<file path="src/rtl/rgb_box_blur_window_mean_unit_defines.svh">
// ----------------------------------------------------------------------------
// rgb box blur window mean unit - assertion macros
// Shared concurrent assertion forms for the blur unit
// ----------------------------------------------------------------------------
`ifndef RGB_BOX_BLUR_WINDOW_MEAN_UNIT_DEFINES_SVH
`define RGB_BOX_BLUR_WINDOW_MEAN_UNIT_DEFINES_SVH

// condition that must hold on every clock edge out of reset
`define RBBWM_ASSERT(lbl, clk, rst_n, prop, msg) \
	lbl: assert property (@(posedge clk) disable iff (!(rst_n)) (prop)) else $error(msg);

// condition that must hold in the cycle after the trigger
`define RBBWM_ASSERT_NEXT(lbl, clk, rst_n, pre, post, msg) \
	lbl: assert property (@(posedge clk) disable iff (!(rst_n)) (pre) |=> (post)) \
		else $error(msg);

`endif

</file>
<file path="src/rtl/rbbwm_ram.sv">
// ----------------------------------------------------------------------------
// rbbwm_ram
// Generic single-port synchronous RAM with registered read data
// ----------------------------------------------------------------------------
module rbbwm_ram #(
	parameter int WIDTH = 8,
	parameter int DEPTH = 256
) (
	input  logic                     clk,
	input  logic                     we,
	input  logic [$clog2(DEPTH)-1:0] addr,
	input  logic [WIDTH-1:0]         wdata,
	output logic [WIDTH-1:0]         rdata
);

	logic [WIDTH-1:0] mem [DEPTH];

	always_ff @(posedge clk) begin
		if (we) begin
			mem[addr] <= wdata;
		end
		rdata <= mem[addr];
	end

endmodule

</file>
<file path="config.mk">
export PLATFORM = sky130hd
export DESIGN_NAME = rbbwm_ram
export DESIGN_NICKNAME = d
export VERILOG_FILES = /design/src/rtl/rgb_box_blur_window_mean_unit_defines.svh /design/src/rtl/rbbwm_ram.sv
export SDC_FILE = /design/constraint.sdc
export NUM_CORES = 2
export LEC_CHECK = 0
export BUFFER_PORTS_ARGS = -buffer_cell sky130_fd_sc_hd__buf_4
export CORE_MARGIN = 1
export CORE_UTILIZATION = 65
export CTS_BUF_LIST = sky130_fd_sc_hd__clkbuf_4 sky130_fd_sc_hd__clkbuf_8
export DETAILED_ROUTE_END_ITERATION = 7
export PLACE_DENSITY = 0.81
export SYNTH_ARGS = -nofsm -noshare
export SYNTH_HDL_FRONTEND = slang
export SYNTH_SLANG_ARGS = --single-unit
</file>
<file path="constraint.sdc">
create_clock -name clk -period 7.4 [get_ports clk]
set_clock_uncertainty 0.2 [all_clocks]
set_input_delay 0 -clock clk [delete_from_list [all_inputs] [get_ports clk]]
set_output_delay 0 -clock clk [all_outputs]
set_load 0.1 [all_outputs]
</file>
Word-level counts from Yosys, hierarchy flattened --
Memories as Yosys holds them, arrays and structs flattened. A register that Yosys moved wholly into a read port is not among the register bits. Cells that the tools add are included.
Word-level totals: bits in registers 0, RAM bits 2048, input port bits 18, output and inout port bits 8, word-level logic and storage cells 3, memories kept 1
Cells by class: muxes and demuxes 2
Memory list:
- mem | depth 256, bits a word 8, rd ports 1, clocked after memory_dff 1, wr ports 1, RTL line rbbwm_ram.sv:16 | logic [WIDTH-1:0] mem [DEPTH];
Operators by type and width (number):
- $mux 1 | 2

Longest topological paths before layout --
depth in word-level cells 2, gate-level depth with buffers 10, mapped depth without buffers 5

Worst setup path after synthesis --
No wires, ideal clock.
path kind input -> register, start in addr[1], end mem mem[111][0] (enable), setup time 0.370 ns, data arrival time 1.849 ns, required time 6.830 ns, setup slack 4.981 ns, stages 9, path buffers 5, cells stage by stage buf_2 clkbuf_1 clkbuf_1 nand2_1 buf_2 nor2_1 nand2_1 clkbuf_1 nor2_1
RTL lines:
- start: declaration | RTL line rbbwm_ram.sv:11 | input logic [$clog2(DEPTH)-1:0] addr,
- end: declaration | RTL line rbbwm_ram.sv:16
No word-level cell before the write port.

==> impl_metrics.py <==
metrics = {
    "cts": {
        "clock_path_buffers": 4,
        "cts_setup_buffers": 0,
        "clk_pin_slew_ns": 0.06,
        "clock_latency_ns": 1.02,
        "numCtsBuffers": 325,
        "cts_tree": "done",
        "post_cts_resized": 0,
        "root_buffer": "clkbuf_8",
        "cts_sinks": 2056,
        "h-tree-depth": 5,
    },
    "detailed_routing": {
        "wl_per_cell_um": 32.22,
        "drc": 0,
        "dr_total_vias": 39081,
        "ant_nets": 0,
        "first_pass_iters": 7,
        "drt_wl_total_mm": 181.4,
        "viasPerCell": 6.942,
        "initialDrtViolationCount": 5780,
    },
    "yosys": {
        "syn_inst": 3547,
        "synthDistinctLibCells": 22,
        "synth-seq-area-share_pct": 78.55,
        "syn_avg_cell_area_um2": 22.13,
        "synth_seq_cells": 2056,
        "syn_nets": 3565,
        "post-synth-top-area-cell": "edfxtp_1",
        "yosysTopAreaCellShare_pct": 78.35,
        "yosys-top-cells-area": "edfxtp_1 (78%), mux4_2 (15%), a22oi_1 (2.4%)",
        "netlist_area_um2": 78490,
        "ys.warnings.count": 0,
    },
    "worst_setup_path": {
        "critical_path.most_common_cell": "buf_4",
        "critPathLaunchType": "input port",
        "crit_path_cell_trace": "dlygate4sd3_1 > buf_8 > buf_4 > buf_4 > mux4_2 > a22oi_1 > a21oi_1 > o41ai_1 > nand4_1",
        "end_kind": "register",
        "worstSetupPathType": "input port to register",
        "crit_start": "addr[1]",
        "cp_max_fo": 79,
        "cp.arrival_ns": 5.05,
        "r2r-start": "mem[187][3]",
        "slowest_stage": "o41ai_1",
        "crit_required_ns": 7.92,
        "cpPeakStageDelay_ns": 1.27,
    },
    "timing": {
        "max_freq_mhz": 220.6,
        "slew_headroom_pct": -5.241,
        "finalSetupViolCount": 0,
        "worst_pin_slew_ns": 1.558,
        "setup_tns_ns": 0,
        "rsz0062_at_grt": "false",
        "final.min_clock_period_ns": 4.532,
        "hold_viol": 0,
        "slew_viol_final": 2,
        "worst_hold_slack_ns": 0.06235,
        "fin_crit_sh_pct": 61.25,
    },
    "run_status": {
        "violations": "max-capacitance violations, max-slew violations",
        "status": "finished with violations",
    },
    "placement": {
        "dpl.hpwl_mm": 103.0,
        "gp_congestion": 0.8282,
        "io_buffers": 25,
    },
    "cells_and_area": {
        "fillCellCount": 6422,
        "finish.net_count": 3812,
        "drive_gt1_share_pct": 27.81,
        "fin_util_pct": 72.54,
        "syn2layout_area_growth_pct": 10.72,
    },
    "floorplanning": {
        "core_area_um2": 119800,
        "io_pins": 26,
        "dieArea_um2": 122200,
        "initial_core_util_pct": 65.51,
        "rows": 127,
        "die_h_um": 349.5,
        "fp.dieW_um": 349.5,
    },
    "flow_run": {
        "timing.max_cap.violations": 1,
    },
    "global_route": {
        "grt_max_degree": 163,
        "overflow": 0,
        "grt_antenna_before_repair": 14,
        "grt_use_total_pct": 30.39,
        "grt_pass1_vias": 39483,
        "grt_pass1_wl_mm": 263.5,
    },
    "pwr": {
        "p_per_area_nw_per_um2": 263.5,
        "peakVddDrop_mv": 0.2226,
        "leakage_nw": 26.60,
    },
    "worst_hold_path": {
        "hp-start": "wdata[4]",
        "worstHoldPathType": "input port to register",
    },
}
==> per-stage QoR <==
stage	total power, mW	setup WS [ns]	cells	cell area (um^2)
after floorplan	13.71	4.981	3547	78490
after global placement	14.14	2.502	5036	80480
after detailed placement	14.17	2.681	5042	80570
after CTS	22.96	2.990	5622	86870
after global routing	23.49	2.815	5623	86890
final	22.90	2.868	5630	86910
==> per-layer routing <==
layer	global-route usage [%]	wire length, um
met1	41.75	63440
met2	47.00	87840
met3	8.856	23410
met4	11.65	6635
met5	0	73
==> cell usage in the layout (no fill, tap or decap), types with 12 or more instances in the layout <==
cell / count
mux4_2: 512
a21oi_1: 128
clkbuf_4: 91
o41ai_2: 13
clkinv_1: 85
nor2_1: 231
edfxtp_1: 2048
nand2_1: 23
clkbuf_8: 343
dlygate4sd3_1: 35
nand3_1: 12
buf_4: 97
a22oi_1: 256
nor3_1: 29
o41ai_1: 19
clkinv_2: 21
==> what timing repair did <==
| item | CTS | global route |
|---|---|---|
| endpoints found under the setup margin | 0 | 0 |
| hold endpoints to repair | 1991 | 0 |
| hold buffers | 37 | 0 |
==> synthesized netlist by cell type <==
cell type  count
o41ai_1       32
nand2b_1       6
nand2_1       28
or3_1          1
clkbuf_1     145
mux4_2       512
nand4_1        8
nor2_1       232
or2_2          2
and2_1         3
edfxtp_1    2048
buf_2         36
buf_6         16
nand3_1       13
buf_4         16
dfxtp_1        8
a22oi_1      256
nor2b_1        7
nor3_1        30
a21oi_1      128
inv_1          1
buf_1         19
==> final cells by class <==
class	count	area, um^2	share of cell area (%)
Sequential cell	2056	61660	70.95
Clock buffer	426	5294	6.091
Inverter	1	3.754	0.004319
Multi-Input combinational cell	1258	15880	18.28
Clock inverter	117	598.1	0.6882
Tap cell	1612	2017	2.321
Timing Repair Buffer	152	1434	1.650
Antenna cell	8	20.02	0.02303
==> path summary, 6_finish.rpt <==
| check | end | slack [ns] | cells past startpoint |
|---|---|---|---|
| min reg2reg | rdata[6] | 0.79 | 5 |
| max | rdata[4] | 2.87 | 9 |
| min | mem[182][4] | 0.06 | 2 |
| max reg2reg | rdata[3] | 3.70 | 7 |
==> power breakdown <==
group / switching (mW) / internal, mW
sequential: 0.0157 / 12.8
combinational: 0.738 / 0.373
clock: 4.17 / 4.76
total: 4.93 / 18.0
==> flip-flops by register name, indices dropped and copies added (netlist names) <==
| name | count |
|---|---|
| rdata | 8 |
| mem | 2048 |
==> cell families (layout without fill, tap and decap cells) <==
kind of cell           Yosys count  in the layout  share of synthesized area, %
DFF                           2056           2056                         78.55
AOI/OAI and AO/OA              416            416                         3.622
other                            0              8                             0
muxes                          512            512                         14.69
and+or+nand+nor                330            330                         1.733
buffers and inverters          233            696                         1.401
==> worst max-delay path: cells and delay by family <==
kind	cells	cell delay [ns]
compound gates	3	1.81
buf+inv	4	2.18
mux	1	0.41
simple gates	1	0.45
(Power assumes the default switching activity.)
