## config.mk

```make
export PLATFORM = sky130hd
export DESIGN_NAME = rbbwm_div
export DESIGN_NICKNAME = d
export VERILOG_FILES = /design/src/rtl/rgb_box_blur_window_mean_unit_defines.svh /design/src/rtl/rbbwm_pkg.sv /design/src/rtl/rbbwm_div.sv
export SDC_FILE = /design/constraint.sdc
export NUM_CORES = 1
export LEC_CHECK = 0
export BUFFER_PORTS_ARGS = -buffer_cell sky130_fd_sc_hd__buf_2
export CAP_MARGIN = 10
export CORE_UTILIZATION = 35
export CTS_CLUSTER_SIZE = 8
export DETAILED_ROUTE_END_ITERATION = 8
export SETUP_SLACK_MARGIN = 0.4
export SLEW_MARGIN = 20
export SYNTH_ARGS = -nofsm -noshare
export SYNTH_HDL_FRONTEND = slang
export SYNTH_SLANG_ARGS = --single-unit
export TNS_END_PERCENT = 10
```

## constraint.sdc

```tcl
create_clock -name clk -period 8.2 [get_ports clk]
set_clock_uncertainty 0.05 [all_clocks]
set_input_delay 1.64 -clock clk [delete_from_list [all_inputs] [get_ports clk]]
set_output_delay 1.64 -clock clk [all_outputs]
set_load 0.02 [all_outputs]
```

## src/rtl/rgb_box_blur_window_mean_unit_defines.svh

```systemverilog
// ----------------------------------------------------------------------------
// rgb box blur window mean unit - assertion macros
// Shared concurrent assertion forms for the blur unit
// ----------------------------------------------------------------------------
`ifndef RGB_BOX_BLUR_WINDOW_MEAN_UNIT_DEFINES_SVH
`define RGB_BOX_BLUR_WINDOW_MEAN_UNIT_DEFINES_SVH

// condition that must hold on every clock edge out of reset
`define RBBWM_ASSERT(lbl, clk, rst_n, prop, msg) \
	lbl: assert property (@(posedge clk) disable iff (!(rst_n)) (prop)) else $error(msg);

// condition that must hold in the cycle after the trigger
`define RBBWM_ASSERT_NEXT(lbl, clk, rst_n, pre, post, msg) \
	lbl: assert property (@(posedge clk) disable iff (!(rst_n)) (pre) |=> (post)) \
		else $error(msg);

`endif

```

## src/rtl/rbbwm_pkg.sv

```systemverilog
// ----------------------------------------------------------------------------
// rbbwm_pkg
// Types, sizes and codes shared by the box blur window mean unit
// ----------------------------------------------------------------------------
package rbbwm_pkg;

	localparam int MAX_WIDTH  = 128;
	localparam int MAX_HEIGHT = 128;
	localparam int MAX_RADIUS = 7;

	localparam int X_W      = 7;
	localparam int Y_W      = 7;
	localparam int DIM_W    = 8;
	localparam int RADIUS_W = 3;
	localparam int COLOUR_W = 8;
	localparam int PIX_W    = 3 * COLOUR_W;
	localparam int LANES    = 3;
	localparam int COUNT_OUT_W = 8;

	localparam int ADDR_W = X_W + Y_W;
	localparam int DEPTH  = MAX_WIDTH * MAX_HEIGHT;

	localparam int MAX_CNT = (2 * MAX_RADIUS + 1) * (2 * MAX_RADIUS + 1);
	localparam int CNT_W   = $clog2(MAX_CNT + 1);
	localparam int SUM_W   = COLOUR_W + CNT_W;
	localparam int STEP_W  = $clog2(SUM_W + 1);

	localparam int CFG_IDX_W  = 2;
	localparam int CFG_DATA_W = 8;

	localparam logic [RADIUS_W-1:0] RADIUS_RST = RADIUS_W'(1);
	localparam logic [DIM_W-1:0]    WIDTH_RST  = DIM_W'(128);
	localparam logic [DIM_W-1:0]    HEIGHT_RST = DIM_W'(128);

	typedef enum logic [CFG_IDX_W-1:0] {
		CFG_WINDOW_RADIUS = 2'd0,
		CFG_IMAGE_WIDTH   = 2'd1,
		CFG_IMAGE_HEIGHT  = 2'd2
	} cfg_reg_t;

	typedef enum logic {
		KIND_WRITE = 1'b0,
		KIND_QUERY = 1'b1
	} item_kind_t;

	typedef enum logic [2:0] {
		ST_IDLE,
		ST_SCAN,
		ST_DRAIN,
		ST_DIV_START,
		ST_DIV
	} blk_state_t;

	typedef logic [LANES-1:0][SUM_W-1:0]    sum_vec_t;
	typedef logic [LANES-1:0][COLOUR_W-1:0] mean_vec_t;

endpackage

```

## src/rtl/rbbwm_div.sv

```systemverilog
// ----------------------------------------------------------------------------
// rbbwm_div
// Three-lane restoring divider, one quotient bit per lane per cycle
// ----------------------------------------------------------------------------
module rbbwm_div (
	input  logic                        clk,
	input  logic                        arst_n,
	input  logic                        start,
	input  rbbwm_pkg::sum_vec_t         dividend,
	input  logic [rbbwm_pkg::CNT_W-1:0] divisor,
	output logic                        busy,
	output rbbwm_pkg::mean_vec_t        quotient
);

	logic [rbbwm_pkg::STEP_W-1:0]                     step_q;
	logic [rbbwm_pkg::CNT_W-1:0]                      div_q;
	rbbwm_pkg::sum_vec_t                              quo_q;
	logic [rbbwm_pkg::LANES-1:0][rbbwm_pkg::CNT_W-1:0] rem_q;
	rbbwm_pkg::sum_vec_t                              quo_d;
	logic [rbbwm_pkg::LANES-1:0][rbbwm_pkg::CNT_W-1:0] rem_d;

	assign busy = (step_q != '0);

	// shift in the next dividend bit and subtract where the remainder allows
	always_comb begin
		logic [rbbwm_pkg::CNT_W:0] shifted;
		logic                      ge;
		quo_d = quo_q;
		rem_d = rem_q;
		for (int l = 0; l < rbbwm_pkg::LANES; l++) begin
			shifted  = {rem_q[l], quo_q[l][rbbwm_pkg::SUM_W-1]};
			ge       = (shifted >= {1'b0, div_q});
			rem_d[l] = ge ? rbbwm_pkg::CNT_W'(shifted - {1'b0, div_q})
				: shifted[rbbwm_pkg::CNT_W-1:0];
			quo_d[l] = {quo_q[l][rbbwm_pkg::SUM_W-2:0], ge};
		end
	end

	always_ff @(posedge clk or negedge arst_n) begin
		if (!arst_n) begin
			step_q <= '0;
		end else if (start) begin
			step_q <= rbbwm_pkg::STEP_W'(rbbwm_pkg::SUM_W);
		end else if (busy) begin
			step_q <= step_q - rbbwm_pkg::STEP_W'(1);
		end
	end

	always_ff @(posedge clk) begin
		if (start) begin
			quo_q <= dividend;
			rem_q <= '0;
			div_q <= divisor;
		end else if (busy) begin
			quo_q <= quo_d;
			rem_q <= rem_d;
		end
	end

	always_comb begin
		for (int l = 0; l < rbbwm_pkg::LANES; l++) begin
			quotient[l] = quo_q[l][rbbwm_pkg::COLOUR_W-1:0];
		end
	end

endmodule

```

Word level (Yosys, flattened, before mapping)
Cells that the tools add are included.
- output and inout bits: 25
- bits in registers: 85
- logic and storage cells: 24
- input port bits: 59
- add/sub/neg operators: 4
- reduce and logical (&&, ||, !) cells: 2
- magnitude comparators: 3
- muxes and demuxes: 7
- operators by type and width (cell ; count):
    $mux 48 ; 2
    $ge 9x8->1 ; 3
    $mux 8 ; 3
    $sub 8x8->8 ; 3
    $mux 5 ; 2
    $reduce_bool 5->1 ; 1
    $sub 5x1->5 const B ; 1
    $reduce_bool 2->1 ; 1

Logic depth before layout (Yosys ltp)
Gate-level depths: netlist of run 1.
- depth after elaboration: 3
- depth in mapped cells: 9

Worst setup path after synthesis of run 1
Ideal clock, no wire load.
- kind: input -> register
- from: input port start
- to: register quo_q (netlist bit quo_d[10]) (enable)
- stages on the path: 4
- data arrival time: 3.081 ns
- setup time: 0.586 ns
- required time: 7.564 ns
- buffers on the path: 2
- path slack: 4.483 ns
- cell sequence: clkbuf_1 inv_1 clkbuf_1 nand2_1
- word-level cells in the longest chain between the ends: 1
- RTL lines (what ; RTL line ; text):
    from (decl) ; rbbwm_div.sv:8 ; input logic start,
    $reduce_bool 2->1 (no line) ; -- ;
    to (signal assigned) ; rbbwm_div.sv:51 ; quo_q <= dividend;
    to (signal assigned) ; rbbwm_div.sv:55 ; quo_q <= quo_d;
    to (decl) ; rbbwm_div.sv:17 ; rbbwm_pkg::sum_vec_t quo_q;
Every way passes these cells.
A chain may end at the register's enable or synchronous reset.

Final worst setup path of run 1
- from: register step_q[0] in the netlist's numbering
- to: output port busy
- word-level cells in the longest chain between the ends: 1
- RTL lines (what ; RTL line ; text):
    from (decl) ; rbbwm_div.sv:15 ; logic [rbbwm_pkg::STEP_W-1:0] step_q;
    from (signal assigned) ; rbbwm_div.sv:43 ; step_q <= rbbwm_pkg::STEP_W'(rbbwm_pkg::SUM_W);
    from (signal assigned) ; rbbwm_div.sv:45 ; step_q <= step_q - rbbwm_pkg::STEP_W'(1);
    $reduce_bool 5->1 ; rbbwm_div.sv:22 ; assign busy = (step_q != '0);
    to (decl) ; rbbwm_div.sv:11 ; output logic busy,
Every way passes these cells.

==> flow_summary.yaml, run 1 <==
run_status:
  status: "completed"
clocking:
  cts_tree: "yes"
  cts_root_buffer: "clkbuf_16"
  clkLatencyLatePin_ns: 0.34
  cts_resized: 0
  cts_hold_buf: 0
  htreeDepth: 3
  clkTransAtPathRegs_ns: 0.07
  cts_buffers: 9
  post_cts_buffers: 0
  cts.path.max_buffers: 2
  clkSinkCount: 85
worst_setup_path:
  worstSetupEndpoint: "busy"
  reg2reg_from: "div_q[1]$_DFFE_PP_"
  reg2reg_to: "rem_q[12]$_SDFFE_PP0P_"
  cp-end-kind: "output port"
  cp-startpoint: "step_q[0]$_DFFE_PN0P_"
  rr_worst_depth: 8
  arrival_ns: 2.13
  r2r_slack_ns: 5.45
  cp.required_ns: 6.51
  crit_type: "flip-flop to output port"
  crit_fanout: 36
  start_kind: "flip-flop"
worst_hold_path:
  worstHoldStart: "rem_q[1]$_SDFFE_PP0P_"
  min_path_type: "flip-flop to flip-flop"
routing:
  routed_wl_um: 9793
  antenna_left: 0
  wl_per_cell_um: 14.68
  vias_per_cell: 5.033
  dr.pass1.iters: 4
  drc: 0
  drt_iter0_drc: 174
  vias: 3357
grt:
  track_usage_pct: 14.41
  grt_overflow: 0
  grt_pass1_wl_um: 16250
  grt_max_degree: 73
  antenna_found_initial: 0
  first_global_vias: 3299
synthesis:
  yosysSeqAreaShare_pct: 47.75
  syn-num-nets: 519
  synth-edff-count: 56
  synthArstFlopShare_pct: 5.882
  netlist_area_um2: 4790
  ys.flop_type: "edfxtp_1"
  synth-seq-cells: 85
  yosys.cell_types.count: 59
  synthCells: 431
  postSynthAreaPerCell_um2: 11.11
  yosys_warnings: 0
power:
  p_sw_share_pct: 35.29
  power.switching_uw: 663.9
  p_seq_share_pct: 36.0
  power_leakage_uw: 0.002365
  p_clk_share_pct: 25.4
  internal_power_uw: 1217
  combinationalPowerShare_pct: 38.6
  powerDensity_nw_per_um2: 339.2
  ir_drop_uv: 142.4
timing:
  max_freq_mhz: 261.5
  setup_ws_ns: 4.375
  relSlewSlack_pct: 37.33
  setup_violations: 0
  hold_viol: 0
  finalSetupTns_ns: 0
  rsz0062_at_grt: "no"
  fin_crit_sh_pct: 46.64
  worstMarginPinSlew_ns: 0.9400
  drv_slew: 0
  fin_crit_ns: 3.825
floorplan:
  die_x_um: 119.0
  initial_core_util_pct: 36.02
  dieHeight_um: 119.0
  ios: 84
  core_um2: 13300
  rows: 42
  die_area_um2: 14160
layout:
  finalNonFillerCells: 667
  drive_above_1_share_pct: 32.59
  final_common_cell: "buf_2"
  final_nets: 574
  fillers: 1268
  final_cell_mix: "83 x buf_2, 56 x edfxtp_1, 46 x mux2_2, 34 x nor2_1, 26 x ha_1"
  syn2layout_area_growth_pct: 15.80
  diodes: 0
placed_design:
  port_buffers: 83
  pre_cts_ws_ns: 4.643
  dp_hpwl_um: 7008
  place.gp.congestion: 0.8121
  dp_cells: 651
flow_run:
  drv_cap: 0
==> area by class of cell <==
cell class | count | area (um2) | share of cell area [%]
clock inverters | 6 | 118.9 | 2.143
flip-flops and latches | 85 | 2287 | 41.24
well taps | 176 | 220.2 | 3.970
inverters | 21 | 78.83 | 1.421
clock buffers | 10 | 229.0 | 4.128
multi-input cells | 284 | 2182 | 39.34
repair buffers | 85 | 430.4 | 7.760
==> metal layers <==
metal | vias up | track usage (%) | share of wire, %
met2 | 89 | 21.22 | 44
met3 | 13 | 5.220 | 7.4
li1 | 1680 | - | -
met4 | 0 | 4.747 | 1.5
met5 | - | 0 | 0
met1 | 1575 | 19.49 | 47
==> power groups by stage <==
stage	Sequential (uW)	Combinational [uW]	Clock (uW)
after floorplan	660	624	0
after global placement	683	709	0
after detailed placement	686	726	0
after CTS	680	729	487
after global routing	696	815	504
final	678	726	478
==> cells by family (layout without fill, tap and decap cells) <==
group | after synthesis | after routing | synth area share, %
buffers and inverters | 62 | 122 | 7.027
and+or+nand+nor | 105 | 105 | 10.61
DFF | 85 | 85 | 47.75
muxes | 51 | 51 | 11.86
xor gates and xnor gates | 11 | 11 | 2.012
adders and majority gates | 29 | 29 | 8.046
AOI/OAI and AO/OA | 88 | 88 | 12.70
==> worst min path at each step <==
stage,end,slack (ns),depth (start not counted)
after detailed placement,rem_q[1]$_SDFFE_PP0P_,0.42,2
after global routing,rem_q[17]$_SDFFE_PP0P_,0.46,2
after CTS,rem_q[1]$_SDFFE_PP0P_,0.43,2
after global placement,rem_q[17]$_SDFFE_PP0P_,0.42,2
final,rem_q[1]$_SDFFE_PP0P_,0.43,2
after floorplan,rem_q[17]$_SDFFE_PP0P_,0.40,2
==> state kept, by name, indices dropped and copies added (netlist names) <==
| register | cells |
|---|---|
| div_q | 8 |
| rem_q | 24 |
| step_q | 5 |
| quo_d | 21 |
| quo_q | 3 |
| quotient | 24 |
==> Yosys cell counts, drive strengths merged, types with 2 or more instances <==
cell | number | share of area, %
nor2 | 35 | 2.8
a31oi | 2 | 0.26
nand3 | 9 | 0.94
a41oi | 2 | 0.52
buf | 28 | 4.4
mux2 | 46 | 11
and3 | 4 | 0.52
edfxtp | 56 | 35
a211oi | 14 | 2.3
inv | 21 | 1.6
nor4 | 2 | 0.26
xor2 | 2 | 0.37
dfrtp | 5 | 2.6
a31o | 2 | 0.37
o211ai | 4 | 0.73
and2 | 2 | 0.26
or3 | 3 | 0.42
ha | 26 | 6.8
xnor2 | 9 | 1.6
mux2i | 5 | 1.0
a311oi | 4 | 0.73
a21o | 3 | 0.47
dfxtp | 24 | 10
o21a | 6 | 0.94
a21oi | 26 | 2.9
o311a | 2 | 0.44
nor3 | 10 | 1.0
nand2b | 3 | 0.39
fa | 3 | 1.3
nor2b | 7 | 0.91
clkbuf | 13 | 1.0
nand2 | 22 | 1.7
o21ai | 14 | 1.5
nand4 | 3 | 0.39
==> worst max-delay path: stages (launching register included) <==
cell,delay (ns)
dfrtp_1,0.37
inv_1,0.11
ha_1,0.19
nor4b_4,0.19
buf_4,0.34
inv_2,0.32
buf_2,0.26
==> per-stage QoR <==
stage	hold WS, ns	total power (uW)	area [um2]	utilization [%]
2_1_floorplan	0.3990	1284	4790	-
4_1_cts	0.4302	1896	5542	41.68
3_3_place_gp	0.4193	1393	5194	39.06
6_report	0.4313	1881	5547	41.72
5_1_grt	0.4647	2014	5547	41.72
3_5_place_dp	0.4192	1412	5194	39.06
No activity file was read; power rests on OpenSTA's default activity.
==> run 2, diff against run 1 <==
==> constraint.sdc (replaced) <==
create_clock -name clk -period 3.2 [get_ports clk]
set_clock_uncertainty 0.05 [all_clocks]
set_input_delay 0.64 -clock clk [delete_from_list [all_inputs] [get_ports clk]]
set_output_delay 0.64 -clock clk [all_outputs]
set_load 0.02 [all_outputs]
==> run 2 against run 1 <==
- flip-flop and latch count did not move
- critical path type is now flip-flop to flip-flop
- utilization barely moved
- sequential share of layout area barely moved
- critical endpoint is now rem_q[12]$_SDFFE_PP0P_
==> flow_summary.yaml, run 2 (synthesis gave the netlist of run 1 again) <==
worst_setup_path:
  crit_fanout: 12
  crit_type: "flip-flop to flip-flop"
  r2r_slack_ns: 0.71
  cp-end-kind: "flip-flop"
  cp.required_ns: 3.36
  start_kind: "flip-flop"
  arrival_ns: 2.65
timing:
  setup_violations: 0
  relSlewSlack_pct: 66.58
  finalSetupTns_ns: 0
  drv_slew: 0
  worstMarginPinSlew_ns: 0.5013
  fin_crit_sh_pct: 77.79
  setup_ws_ns: 0.7106
  hold_viol: 0
  rsz0062_at_grt: "no"
  fin_crit_ns: 2.489
  max_freq_mhz: 401.7
  holdWs_ns: 0.05651
power:
  powerDensity_nw_per_um2: 841.5
  power_leakage_uw: 0.002360
  ir_drop_uv: 450.7
clocking:
  clkTransAtPathRegs_ns: 0.06
  htreeDepth: 3
  cts_buffers: 9
  cts_tree: "yes"
  cts_root_buffer: "clkbuf_16"
  clkLatencyLatePin_ns: 0.34
  post_cts_buffers: 0
  cts.path.max_buffers: 2
  cts_hold_buf: 0
  clkSinkCount: 85
layout:
  diodes: 0
  syn2layout_area_growth_pct: 15.94
  drive_above_1_share_pct: 33.40
  final_nets: 580
  final_cell_mix: "83 x buf_2, 56 x edfxtp_1, 46 x mux2_2, 34 x nor2_1, 26 x ha_1"
  finalNonFillerCells: 673
  fillers: 1286
  final_common_cell: "buf_2"
floorplan:
  initial_core_util_pct: 36.02
  core_um2: 13300
  ios: 84
  die_x_um: 119.0
  dieHeight_um: 119.0
  rows: 42
  die_area_um2: 14160
grt:
  track_usage_pct: 14.48
  antenna_found_initial: 1
  grt_overflow: 0
  grt_pass1_wl_um: 16110
  first_global_vias: 3323
  grt_max_degree: 80
routing:
  drc: 0
  routed_wl_um: 9840
  drt_iter0_drc: 145
  antenna_left: 0
  wl_per_cell_um: 14.62
  vias: 3385
  dr.pass1.iters: 6
  vias_per_cell: 5.030
placed_design:
  dp_cells: 657
  port_buffers: 83
  dp_hpwl_um: 7042
  pre_cts_ws_ns: 0.5700
  place.gp.congestion: 0.8431
worst_hold_path:
  min_path_type: "primary input to async pin"
flow_run:
  drv_cap: 0
run_status:
  status: "completed"
## run 2: area by class of cell
class	count	area (um2)	share of cell area [%]
inverter	21	78.83	1.420
multi-input combinational	284	2188	39.41
sequential	85	2287	41.19
clock inverter	4	33.78	0.6084
clock buffer	12	256.5	4.619
tap	176	220.2	3.966
timing repair buffer	91	488.0	8.788
## run 2: power by group
group	switching (uW)	internal, uW
Clock	445	573
Combinational	1070	847
Sequential	198	1540
## run 2: path summary, 6_finish.rpt
check,depth (start not counted),startpoint,end
worst min-delay path,1,arst_n,step_q[3]$_DFFE_PN0P_
worst max register to register,8,div_q[1]$_DFFE_PP_,rem_q[12]$_SDFFE_PP0P_
worst max-delay path,8,div_q[1]$_DFFE_PP_,rem_q[12]$_SDFFE_PP0P_
max in group asynchronous,1,arst_n,step_q[1]$_DFFE_PN0P_
worst min register to register,2,rem_q[17]$_SDFFE_PP0P_,rem_q[17]$_SDFFE_PP0P_
min in group clk,1,divisor[2],div_q[2]$_DFFE_PP_
## run 2: worst max-delay path, cell delays in order, from the launching register on
cell,delay (ns)
edfxtp_1,0.48
inv_1,0.12
ha_1,0.33
nor2b_1,0.15
o21ai_1,0.22
nand3_1,0.18
a41oi_4,0.49
mux2i_1,0.25
a211oi_1,0.08
## run 2: stage by stage
step,area [um2],power [uW],util [%]
after CTS,5542,4692,41.68
after global placement,5251,3607,39.50
after floorplan,4790,3289,-
after detailed placement,5251,3661,39.50
after global routing,5553,5015,41.77
final,5553,4673,41.77
## run 2: what timing repair did
action,in CTS,in global routing
gates resized for setup,0,1
endpoints found under the hold margin,0,0
setup endpoints to repair,0,2
## run 2: routing by layer
metal  part of all wire, %  GRT usage (%)  vias to the layer above
met2                    44          22.06                      104
met4                   1.4          4.035                        2
met3                   8.0          6.130                       17
li1                      -              -                     1689
met1                    47          18.67                     1573
met5                  0.10              0                        -
==> run 3, diff against run 2 <==
==> constraint.sdc (replaced) <==
create_clock -name clk -period 2.4 [get_ports clk]
set_clock_uncertainty 0.05 [all_clocks]
set_input_delay 0.48 -clock clk [delete_from_list [all_inputs] [get_ports clk]]
set_output_delay 0.48 -clock clk [all_outputs]
set_load 0.02 [all_outputs]
==> run 3 against run 2 <==
- cell count is 3.3% higher
- register-to-register slack worse by 0.45 ns
- combinational power is 66% higher
- worst hold slack better by 0.20 ns
- critical path depth stayed put
- global-route usage is 1.1 points higher
- power is 48% higher
- critical path type unchanged
==> flow_summary.yaml, run 3 (synthesis gave the netlist of run 1 again) <==
grt:
  grt_use_met1_pct: 20.56
  track_usage_pct: 15.56
  antenna_found_initial: 0
  grt_pass1_wl_um: 17320
  top_usage_layer: "met2"
  met2_usage_pct: 24.27
  grt_overflow: 0
  grt.met3_usage_pct: 5.077
  first_global_vias: 3466
  grt_max_degree: 80
layout:
  final_nets: 602
  syn2layout_area_growth_pct: 26.33
  multi_input_area_um2: 2474
  fillers: 1249
  final_common_cell: "buf_2"
  diodes: 0
  final_cell_mix: "82 x buf_2, 56 x edfxtp_1, 46 x mux2_2, 33 x nor2_1, 24 x dfxtp_1"
  drive_above_1_share_pct: 45.47
  register_area_um2: 2287
placed_design:
  dp_hpwl_um: 7192
  port_buffers: 83
  place.gp.congestion: 0.8230
timing:
  max_freq_mhz: 468.2
  relSlewSlack_pct: 71.48
  hold_viol: 0
  rsz0062_at_grt: "yes"
  fin_crit_ns: 2.136
  finalSetupTns_ns: 0
  drv_slew: 0
  fin_crit_sh_pct: 88.99
  setup_violations: 0
  worstMarginPinSlew_ns: 0.4274
  holdWs_ns: 0.2573
routing:
  drc: 0
  antenna_left: 0
  vias_per_cell: 5.017
  drt_iter0_drc: 107
  wl_per_cell_um: 15.18
  routed_wl_um: 10550
  dr.pass1.iters: 4
  vias: 3487
worst_setup_path:
  cp-startpoint: "div_q[2]$_DFFE_PP_"
  crit_fanout: 4
  cp_slowest_cell: "edfxtp_1"
  reg2reg_from: "div_q[2]$_DFFE_PP_"
  start_kind: "flip-flop"
  slowest_delay_ns: 0.38
  crit_type: "flip-flop to flip-flop"
  cp_cell_sequence: "inv_2, ha_4, and3_4, o21ai_2, a31oi_2, o21a_1, or3_1, a311oi_1"
  arrival_ns: 2.33
  cp-end-kind: "flip-flop"
  cp.required_ns: 2.59
clocking:
  htreeDepth: 3
  cts_root_buffer: "clkbuf_16"
  clkTransAtPathRegs_ns: 0.07
  clkLatencyLatePin_ns: 0.34
  cts_tree: "yes"
  clkSinkCount: 85
  cts_buffers: 9
  cts.path.max_buffers: 2
power:
  ir_drop_uv: 522.7
  p_sw_share_pct: 36.53
  power.switching_uw: 2535
  internal_power_uw: 4404
  combinationalPowerShare_pct: 45.9
  powerDensity_nw_per_um2: 1147
  p_seq_share_pct: 33.9
  power_leakage_uw: 0.002500
  p_clk_share_pct: 20.2
floorplan:
  core_um2: 13300
  dieHeight_um: 119.0
  initial_core_util_pct: 36.02
  die_x_um: 119.0
  die_area_um2: 14160
  rows: 42
  ios: 84
run_status:
  status: "completed"
worst_hold_path:
  worstHoldStart: "divisor[2]"
  min_path_type: "primary input to flip-flop"
flow_run:
  drv_cap: 0
[run 3: worst paths after layout]
check,endpoint,slack (ns),cells after the start
max,rem_q[15]$_SDFFE_PP0P_,0.26,8
max in group asynchronous,step_q[1]$_DFFE_PN0P_,1.73,2
min reg2reg,rem_q[7]$_SDFFE_PP0P_,0.45,2
max reg2reg,rem_q[15]$_SDFFE_PP0P_,0.26,8
min in group asynchronous,step_q[3]$_DFFE_PN0P_,0.44,2
min,div_q[2]$_DFFE_PP_,0.26,1
[run 3: timing repair]
item,CTS,global route
setup buffers,11,2
setup endpoints to repair,56,59
hold buffers,1,0
gates resized for setup,36,27
endpoints found under the hold margin,5,0
cloned,1,1
pin swaps,19,9
[run 3: critical path: cells and delay by family, from the launching register on]
family | cells | cell delay, ns
AO/OA/AOI/OAI | 4 | 0.68
adder cells (fa/ha/maj) | 1 | 0.24
buffers and inverters | 1 | 0.15
flip-flops | 1 | 0.38
AND/OR/NAND/NOR | 2 | 0.54
[run 3: power groups by stage]
stage                     clock network [uW]  registers, uW  logic (uW)
after CTS                               1440           2350        3000
after global routing                    1510           2410        3520
after detailed placement                   0           2350        2670
after global placement                     0           2340        2610
after floorplan                            0           2260        2200
final                                   1400           2350        3180
[run 3: metal layers]
layer | routed length (um) | part of all wire, % | vias up
met5 | 0 | 0 | -
met4 | 100 | 0.95 | 0
met2 | 4883 | 46 | 82
met3 | 613 | 5.8 | 8
li1 | - | - | 1744
met1 | 4955 | 47 | 1653
[run 3: layout make-up]
type | instances | share of cell area [%]
Clock buffer | 9 | 3.722
Clock inverter | 7 | 1.179
Inverter | 21 | 1.530
Multi-Input combinational cell | 284 | 40.88
Sequential cell | 85 | 37.80
Tap cell | 176 | 3.639
Timing Repair Buffer | 112 | 11.15
Timing Repair inverter | 1 | 0.1034
[run 3: through the flow]
stage / area, um2 / total power (uW) / util, % / cells / worst slack [ns]
after floorplan: 4857 / 4464 / - / 431 / 0.3023
after global placement: 5365 / 4949 / 40.35 / 663 / 0.09149
after detailed placement: 5365 / 5024 / 40.35 / 663 / -0.003850
after CTS: 5936 / 6794 / 44.65 / 692 / 0.2897
after global routing: 6051 / 7439 / 45.51 / 695 / 0.1710
final: 6051 / 6939 / 45.51 / 695 / 0.2643
